## config.mk

```make
export PLATFORM = sky130hd
export DESIGN_NAME = manual_override_sneak_fade_flat
export DESIGN_NICKNAME = d
export VERILOG_FILES = /design/src/design/mosf_pkg.sv /design/src/design/mosf_in_if.sv /design/src/design/mosf_out_if.sv /design/src/design/manual_override_sneak_fade.sv /design/src/flat_wrapper.sv
export SDC_FILE = /design/constraint.sdc
export NUM_CORES = 1
export LEC_CHECK = 0
export ABC_AREA = 1
export BUFFER_PORTS_ARGS = -buffer_cell sky130_fd_sc_hd__buf_2
export CAP_MARGIN = 30
export CORE_MARGIN = 5
export CORE_UTILIZATION = 30
export CTS_CLUSTER_DIAMETER = 80
export DETAILED_ROUTE_END_ITERATION = 7
export GPL_TIMING_DRIVEN = 1
export HOLD_SLACK_MARGIN = 0.02
export SYNTH_ARGS = -nofsm -noshare
export SYNTH_HDL_FRONTEND = slang
export SYNTH_SLANG_ARGS = --single-unit
```

## constraint.sdc

```tcl
create_clock -name clk -period 7.3 [get_ports clk]
set_clock_uncertainty 0.2 [all_clocks]
set_input_delay 0.365 -clock clk [delete_from_list [all_inputs] [get_ports clk]]
set_output_delay 0.365 -clock clk [all_outputs]
set_load 0.01 [all_outputs]
```

## src/design/mosf_pkg.sv

```systemverilog
package mosf_pkg;

  localparam int LEVEL_W  = 23;
  localparam int TENTHS_W = 13;
  localparam int STEPS_W  = 15;
  localparam int CMD_W    = 2;

  localparam logic [LEVEL_W-1:0] LEVEL_MAX = LEVEL_W'(6553600);
  localparam logic [STEPS_W-1:0] STEPS_MAX = STEPS_W'(32767);

  localparam int TICKS_PER_TENTH_DEF = 4;

  localparam logic [CMD_W-1:0] CMD_TICK  = 2'd0;
  localparam logic [CMD_W-1:0] CMD_TAKE  = 2'd1;
  localparam logic [CMD_W-1:0] CMD_SNEAK = 2'd2;

  function automatic logic [LEVEL_W-1:0] clamp_level(input logic [LEVEL_W-1:0] v);
    clamp_level = (v > LEVEL_MAX) ? LEVEL_MAX : v;
  endfunction

endpackage

```

## src/design/mosf_in_if.sv

```systemverilog
interface mosf_in_if;
  logic                                  valid;
  logic                                  ready;
  logic [mosf_pkg::CMD_W-1:0]            cmd;
  logic [mosf_pkg::LEVEL_W-1:0]          background_level;
  logic [mosf_pkg::LEVEL_W-1:0]          manual_level_in;
  logic [mosf_pkg::TENTHS_W-1:0]         sneak_tenths;

  modport source(output valid, cmd, background_level, manual_level_in, sneak_tenths,
                 input ready);
  modport sink(input valid, cmd, background_level, manual_level_in, sneak_tenths,
               output ready);
endinterface

```

## src/design/mosf_out_if.sv

```systemverilog
interface mosf_out_if;
  logic                         valid;
  logic                         ready;
  logic [mosf_pkg::LEVEL_W-1:0] output_level;
  logic                         override_on;
  logic                         sneak_on;

  modport source(output valid, output_level, override_on, sneak_on, input ready);
  modport sink(input valid, output_level, override_on, sneak_on, output ready);
endinterface

```

## src/design/manual_override_sneak_fade.sv

```systemverilog
// Take, start-sneak and unused-code transactions are absorbed with no result.
// A tick that needs no step goes to ST_FIN, which loads the output register; a sneak
// step first runs a restoring divider in ST_DIV, one quotient bit per cycle for all
// LEVEL_W bits, then updates the level in ST_APPLY before ST_FIN. No new transaction
// is taken until ST_FIN has loaded the result. A full output register stalls the block.
// Synchronous reset clears the override, the sneak, the step count and the level.
module manual_override_sneak_fade #(
  parameter int TICKS_PER_TENTH = mosf_pkg::TICKS_PER_TENTH_DEF
) (
  input logic        clk,
  input logic        rst,
  mosf_in_if.sink    item,
  mosf_out_if.source result
);

  localparam int LEVEL_W  = mosf_pkg::LEVEL_W;
  localparam int STEPS_W  = mosf_pkg::STEPS_W;
  localparam int PROD_W   = mosf_pkg::TENTHS_W + $clog2(TICKS_PER_TENTH + 1) + 1;
  localparam int CNT_W    = $clog2(LEVEL_W);

  localparam logic [1:0] ST_IDLE  = 2'd0;
  localparam logic [1:0] ST_DIV   = 2'd1;
  localparam logic [1:0] ST_APPLY = 2'd2;
  localparam logic [1:0] ST_FIN   = 2'd3;

  logic [1:0]         state;
  logic [LEVEL_W-1:0] manual_level;
  logic               override_active;
  logic               sneak_active;
  logic [STEPS_W-1:0] steps_left;

  logic [LEVEL_W-1:0] pend_level;
  logic               dir_up;
  logic [LEVEL_W-1:0] dq;
  logic [STEPS_W-1:0] rem;
  logic [CNT_W-1:0]   cnt;

  logic               out_valid;
  logic [LEVEL_W-1:0] out_level;
  logic               out_override;
  logic               out_sneak;

  logic               accept;
  logic [LEVEL_W-1:0] bg_c;
  logic [PROD_W-1:0]  steps_prod;
  logic [STEPS_W-1:0] steps_sat;
  logic [STEPS_W:0]   trial;
  logic [STEPS_W:0]   trial_diff;
  logic               out_free;

  assign item.ready = (state == ST_IDLE);
  assign accept     = item.valid && item.ready;
  assign bg_c       = mosf_pkg::clamp_level(item.background_level);

  assign steps_prod = PROD_W'(item.sneak_tenths) * PROD_W'(TICKS_PER_TENTH);
  assign steps_sat  = (steps_prod > PROD_W'(mosf_pkg::STEPS_MAX)) ? mosf_pkg::STEPS_MAX
                                                                  : steps_prod[STEPS_W-1:0];

  // Restoring division step: the remainder stays below the divisor, so it fits
  // STEPS_W bits and the trial value one more.
  assign trial      = {rem, dq[LEVEL_W-1]};
  assign trial_diff = trial - {1'b0, steps_left};

  assign out_free = !out_valid || result.ready;

  assign result.valid        = out_valid;
  assign result.output_level = out_level;
  assign result.override_on  = out_override;
  assign result.sneak_on     = out_sneak;

  always_ff @(posedge clk) begin
    if (rst) begin
      state           <= ST_IDLE;
      manual_level    <= '0;
      override_active <= 1'b0;
      sneak_active    <= 1'b0;
      steps_left      <= '0;
      out_valid       <= 1'b0;
    end else begin
      // In the final state the output register is reloaded instead of drained.
      if (out_valid && result.ready && state != ST_FIN) begin
        out_valid <= 1'b0;
      end
      case (state)
        ST_IDLE: begin
          if (accept) begin
            case (item.cmd)
              mosf_pkg::CMD_TAKE: begin
                manual_level    <= mosf_pkg::clamp_level(item.manual_level_in);
                override_active <= 1'b1;
                sneak_active    <= 1'b0;
              end
              mosf_pkg::CMD_SNEAK: begin
                if (override_active) begin
                  override_active <= 1'b0;
                  sneak_active    <= 1'b1;
                  steps_left      <= steps_sat;
                end
              end
              mosf_pkg::CMD_TICK: begin
                if (override_active) begin
                  pend_level <= manual_level;
                  state      <= ST_FIN;
                end else if (!sneak_active) begin
                  pend_level <= bg_c;
                  state      <= ST_FIN;
                end else if (manual_level == bg_c) begin
                  sneak_active <= 1'b0;
                  pend_level   <= bg_c;
                  state        <= ST_FIN;
                end else if (steps_left == '0) begin
                  manual_level <= bg_c;
                  sneak_active <= 1'b0;
                  pend_level   <= bg_c;
                  state        <= ST_FIN;
                end else begin
                  dir_up <= (bg_c > manual_level);
                  dq     <= (bg_c > manual_level) ? (bg_c - manual_level)
                                                  : (manual_level - bg_c);
                  rem    <= '0;
                  cnt    <= '0;
                  state  <= ST_DIV;
                end
              end
              default: begin
              end
            endcase
          end
        end
        ST_DIV: begin
          if (!trial_diff[STEPS_W]) begin
            rem <= trial_diff[STEPS_W-1:0];
            dq  <= {dq[LEVEL_W-2:0], 1'b1};
          end else begin
            rem <= trial[STEPS_W-1:0];
            dq  <= {dq[LEVEL_W-2:0], 1'b0};
          end
          cnt <= cnt + 1'b1;
          if (cnt == CNT_W'(LEVEL_W - 1)) begin
            state <= ST_APPLY;
          end
        end
        ST_APPLY: begin
          // dq now holds the quotient of the difference over the steps left.
          if (dir_up) begin
            manual_level <= manual_level + dq;
            pend_level   <= manual_level + dq;
          end else begin
            manual_level <= manual_level - dq;
            pend_level   <= manual_level - dq;
          end
          steps_left <= steps_left - 1'b1;
          if (steps_left == STEPS_W'(1)) begin
            sneak_active <= 1'b0;
          end
          state <= ST_FIN;
        end
        ST_FIN: begin
          if (out_free) begin
            out_valid    <= 1'b1;
            out_level    <= pend_level;
            out_override <= override_active;
            out_sneak    <= sneak_active;
            state        <= ST_IDLE;
          end
        end
        default: begin
          state <= ST_IDLE;
        end
      endcase
    end
  end

endmodule

```

## src/flat_wrapper.sv

```systemverilog
// flat-port wrapper written by rule: the top's interface ports become plain ports
module manual_override_sneak_fade_flat 
#(
  parameter int TICKS_PER_TENTH = mosf_pkg::TICKS_PER_TENTH_DEF
)
  (clk, rst, item_valid, item_cmd, item_background_level, item_manual_level_in, item_sneak_tenths, item_ready, result_valid, result_output_level, result_override_on, result_sneak_on, result_ready);
  mosf_in_if item_i ();
  mosf_out_if result_i ();
  input logic clk;
  input logic rst;
  input wire logic [$bits(item_i.valid)-1:0] item_valid;
  input wire logic [$bits(item_i.cmd)-1:0] item_cmd;
  input wire logic [$bits(item_i.background_level)-1:0] item_background_level;
  input wire logic [$bits(item_i.manual_level_in)-1:0] item_manual_level_in;
  input wire logic [$bits(item_i.sneak_tenths)-1:0] item_sneak_tenths;
  output wire logic [$bits(item_i.ready)-1:0] item_ready;
  output wire logic [$bits(result_i.valid)-1:0] result_valid;
  output wire logic [$bits(result_i.output_level)-1:0] result_output_level;
  output wire logic [$bits(result_i.override_on)-1:0] result_override_on;
  output wire logic [$bits(result_i.sneak_on)-1:0] result_sneak_on;
  input wire logic [$bits(result_i.ready)-1:0] result_ready;
  assign item_i.valid = item_valid;
  assign item_i.cmd = item_cmd;
  assign item_i.background_level = item_background_level;
  assign item_i.manual_level_in = item_manual_level_in;
  assign item_i.sneak_tenths = item_sneak_tenths;
  assign item_ready = item_i.ready;
  assign result_valid = result_i.valid;
  assign result_output_level = result_i.output_level;
  assign result_override_on = result_i.override_on;
  assign result_sneak_on = result_i.sneak_on;
  assign result_i.ready = result_ready;
  manual_override_sneak_fade #(.TICKS_PER_TENTH(TICKS_PER_TENTH)) u_core (.clk(clk), .rst(rst), .item(item_i), .result(result_i));
endmodule
```

# Word level (Yosys, flattened, before mapping)
# Cells that the tools add are included.
[classes]
addsub = 7
magnitude_cmp = 4
eq_ne = 28
mux = 67
n_bitwise = 4
reduce_logical = 20
[ops]
columns = ["operator", "count"]
rows = [
  ["$mux 23", 20],
  ["$pmux 23 s2", 4],
  ["$mux 15", 11],
  ["$sub 23x23->23", 3],
  ["$pmux 15 s2", 2],
  ["$gt 23x23->1 const B", 2],
  ["$mux 5", 6],
  ["$add 23x23->23", 1],
  ["$eq 23x23->1", 1],
  ["$gt 23x23->1", 1],
  ["$ne 2x2->1 const B", 9],
  ["$ne 3x3->1 const B", 6],
  ["$mux 2", 8],
  ["$reduce_and 8->1", 2],
  ["$sub 16x15->16", 1],
  ["$eq 15x1->1 const B", 1],
  ["$gt 15x15->1 const B", 1],
  ["$logic_not 15->1", 1],
  ["$sub 15x1->15 const B", 1],
  ["$mux 1", 11],
  ["$pmux 5 s2", 1],
  ["$pmux 2 s4", 1],
  ["$reduce_and 4->1", 2],
  ["$reduce_and 7->1", 1],
  ["18 further kinds", 33],
]
[word_totals]
ff_bits = 135
elab_cells = 144

# Logic depth before layout (Yosys ltp)
[logic_depth]
ltp_word = 11
ltp_mapped = 25
mapped_depth_nobuf = 23

# Least setup slack after synthesis
# No wires, ideal clock.
[synth_path]
path_type = "in2reg"
from = "in item_background_level[18]"
to = "reg u_core.cnt[0] (enable)"
arrival_time_ns = 5.290
required_time_ns = 6.591
path_slack_ns = 1.302
stages = 17
n_path_buf = 2
path_cell_list = "inv_1 nor2_1 nand2_1 nor2_1 nand3_1 nand2_1 buf_2 nand2_1 ha_1 buf_4 nand2_2 nor2_8 nand2_1 nor2_1 nand2_2 nand4_1 a211oi_1"
[synth_via]
elab_chain_cells = 5
[synth_lines]
columns = ["element", "line", "source"]
rows = [
  ["start, declared", "flat_wrapper.sv:13", "input wire logic [$bits(item_i.background_level)-1:0] item_background_level;"],
  ["$gt 23x23->1", "mosf_pkg.sv:18", "clamp_level = (v > LEVEL_MAX) ? LEVEL_MAX : v;"],
  ["$mux 23 (*)", "mosf_pkg.sv:18", ""],
  ["$eq 23x23->1 (*)", "manual_override_sneak_fade.sv:107", "end else if (manual_level == bg_c) begin"],
  ["$ne 2x2->1 (no line) (*)", "-", ""],
  ["$reduce_and 8->1 (no line) (*)", "-", ""],
  ["end signal, assigned", "manual_override_sneak_fade.sv:138", "cnt <= cnt + 1'b1;"],
  ["end, declared", "manual_override_sneak_fade.sv:36", "logic [CNT_W-1:0] cnt;"],
]
# Every way passes the cells marked *; elsewhere a longest branch is shown, timed or not.
# A chain may end at the register's enable or synchronous reset.

# Worst setup path after layout
[layout_path]
from = "in item_background_level[2]"
to = "reg u_core.cnt[0] (enable)"
# The elaborated chain is that of the path after synthesis.

==> metrics.txt <==
status complete, no violations; die area 48,400 sq um; Tmin final 4.55 ns; Reg clk slew, reported paths 0.06 ns; starting density of the core 30.1%; WL/cell 17.6 um; Slew Viols, Final 0; Die Ht 220 um; synth unique cells 50; Top FF cell, synth edfxtp_1; Synth area leaders nand2_1 (22%), edfxtp_1 (21%), inv_1 (9.1%), ha_1 (9.0%), dfxtp_1 (6.5%); Post-DRT Antenna Nets 0; met2 WL 23.5 mm; most frequent cells in the layout nand2_1 (774), inv_1 (321), nor2_1 (203), nand3_1 (128), a21oi_1 (115); EDFF count, synth 92; Sw Ratio 53.2%; Hold Fails Final Rpt 0; period utilization 62.3%; RSZ-0062 raised after global routing no; Max Cap Violations 0; first-pass GRT wire length 74.4 mm; cell chain of the critical path buf_2, nor2_1, nand2_1, nor2_1, nand3_1, nand2_1, nand2_1, ha_1, nand2_2, nor2_4, nand3_1, nor2_1, nand2_2, nand4_1, a211oi_4, buf_4; Critical R2R Capture u_core.pend_level[20]$_DFFE_PP_; Setup crit start kind input port; CP Launch Point item_background_level[2]; Area Growth Syn to Fin 12.1%; biggest cell delay along the critical path 0.81 ns; Seq/Total Area, Yosys 27.4%; CP arrival 4.45 ns; Post-Synthesis Cell Area 13,200 sq um; # setup viols final 0; RR Startpoint u_core.dq[6]$_DFFE_PP_; Async S/R FF share, synth 0%; Syn Area/Cell 6.21 sq um; I/O Buffers 91; Vias 13,809; Site Rows 77; Net Count, Synth 2,295; CP Class input port to flop; die width 220 um; Top Ports 92; TNS Setup 0 ns; Hold EP u_core.result.valid$_SDFF_PP0_; Internal Power 2.71 mW; sequential share of power 21.1%; R2R depth 15; Worst path slowest cell a211oi_4; clk sinks 135; DR iter-0 viols 1,166; fmax 220 MHz; Cells after Synth 2,131; Buf+Inv Stages, Crit Path 2; worst-path fanout max 30; HPWL Detailed 40.1 mm; CTS tree yes; vias in the first global route 13,506; PostCTS Resize Cnt 0; Net count, final 2,353; Worst path top cell family by delay simple AND/OR/NAND/NOR gates; clock buffer count from CTS 17; vias per std cell 4.94; NetSw 3.08 mW; nature of the critical path endpoint flop; combinational share of power 63.3%; Core ar. 43,900 sq um; yosys warns 0; HP Start result_ready; flop-to-flop setup slack 3.44 ns; diodes inserted 0; root buf cell clkbuf_16; leading area contributor after synthesis nand2_1; grt ovf 0; initial antenna violation count 0; WHS Path Cells 4; Leakage Power 7.60 nW; fraction of layout cells with a size suffix above 1 8.13%; gr usage total 20.0%; H-tree depth 4; pin count of the biggest net entering global routing 58; type of the most critical hold path input port to flop; most common cell after layout, fill and taps aside nand2_1; WL met3 2.70 mm; Clock power frac 15.6%; CP required 7.20 ns; post-route insts no fill 2,794; routability congestion estimate 1.02; actual slew at the worst max-slew pin 0.887 ns; number of synthesized register bits 135; M1 WL 20.1 mm; Max IR drop VDD 0.235 mV; DRC 0; uppermost layer routed met4; Slew HR 40.3%; P per Cell Area 390 nW/um^2; Total Routed Length 49.1 mm; placed cells 2,761; hold slack 0.0377 ns; Max Buffers Root-to-Sink 2; drt pass-1 iters 6; Yosys top cell area share 21.9%; Worst-Skew Late Latency 0.45 ns
==> kinds of logic (layout without fill, tap and decap cells) <==
family | Yosys count | in the layout | share of synthesized area [%]
flops | 135 | 135 | 27.4
simple gates | 1189 | 1189 | 36.8
xor+xnor | 58 | 58 | 3.84
compound gates | 255 | 255 | 10.6
buf+inv | 395 | 466 | 11.8
fa+ha+maj | 99 | 99 | 9.58
==> through the flow <==
stage                     area [sq um]  power [mW]  setup WS (ns)  util, %
final                            14800        5.78           2.75     33.8
after global routing             14800        6.27           2.53     33.8
after CTS                        14800        5.76           2.80     33.8
after detailed placement         14200        4.83           2.34     32.4
after global placement           14200        4.81           2.41     32.3
after floorplan                  13200        3.77           1.30        -
==> what timing repair did <==
item | 4_1_cts | 5_1_grt
hold endpoints to repair | 1 | 0
hold buffers | 1 | 0
setup endpoints to repair | 0 | 0
buffers inserted | 0 | 0
==> state kept, by name, summed over array words and instances (netlist names) <==
register                    flops
u_core.steps_left              15
u_core.cnt                      5
u_core.manual_level            23
u_core.result.output_level     23
u_core.result.override_on       1
u_core.state                    2
u_core.result.valid             1
u_core.dir_up                   1
u_core.dq                      23
u_core.pend_level              23
u_core.sneak_active             1
u_core.result.sneak_on          1
u_core.override_active          1
u_core.rem                     15
==> power by group through the flow <==
stage	sequential [mW]	combinational [mW]	clock, mW
after floorplan	1.16	2.61	0
after global placement	1.23	3.58	0
after detailed placement	1.23	3.60	0
after CTS	1.21	3.62	0.921
after global routing	1.23	4.10	0.951
final	1.22	3.66	0.902
==> how the worst max path moves through the flow <==
stage | end | cells past startpoint
floorplan | u_core.cnt[0]$_SDFFCE_PN0P_ | 17
global placement | u_core.dq[14]$_DFFE_PP_ | 16
detailed placement | u_core.dq[15]$_DFFE_PP_ | 16
CTS | u_core.rem[1]$_SDFFCE_PN0P_ | 16
global route | u_core.dq[11]$_DFFE_PP_ | 16
finish | u_core.cnt[0]$_SDFFCE_PN0P_ | 16
==> worst min-delay path, cell delays in order <==
cell and delay [ns]:
buf_2 0.08, nor2_1 0.05, inv_1 0.07, a21oi_1 0.06
==> cells in the mapped netlist (all sizes together) (2+ instances only) <==
cell / number
nand2: 782
inv: 328
nor2: 214
nand3: 130
a21oi: 125
o21ai: 96
ha: 95
edfxtp: 92
xor2: 48
dfxtp: 43
buf: 33
clkbuf: 30
nand4: 23
nor3: 16
and2: 10
nand3b: 10
xnor2: 10
o21bai: 6
a211oi: 4
a31o: 4
a31oi: 4
clkinv: 4
fa: 4
o31ai: 4
a21o: 3
nor4: 2
o211ai: 2
or2: 2
==> routing by layer <==
layer  global-route usage (%)  up-vias
met1                     23.8     6327
li1                         -     6826
met2                     35.0      523
met5                        0        -
met3                     2.84      133
met4                     10.5        0
==> area by class of cell <==
type,instances,area [sq um]
fillers,4838,29100
multi-input cells,1601,8070
flip-flops and latches,135,3620
inverters,332,1250
well taps,592,741
repair buffers,102,561
clock buffers,17,425
clock inverters,15,179
Note: power is estimated with default switching activity, not from simulation.
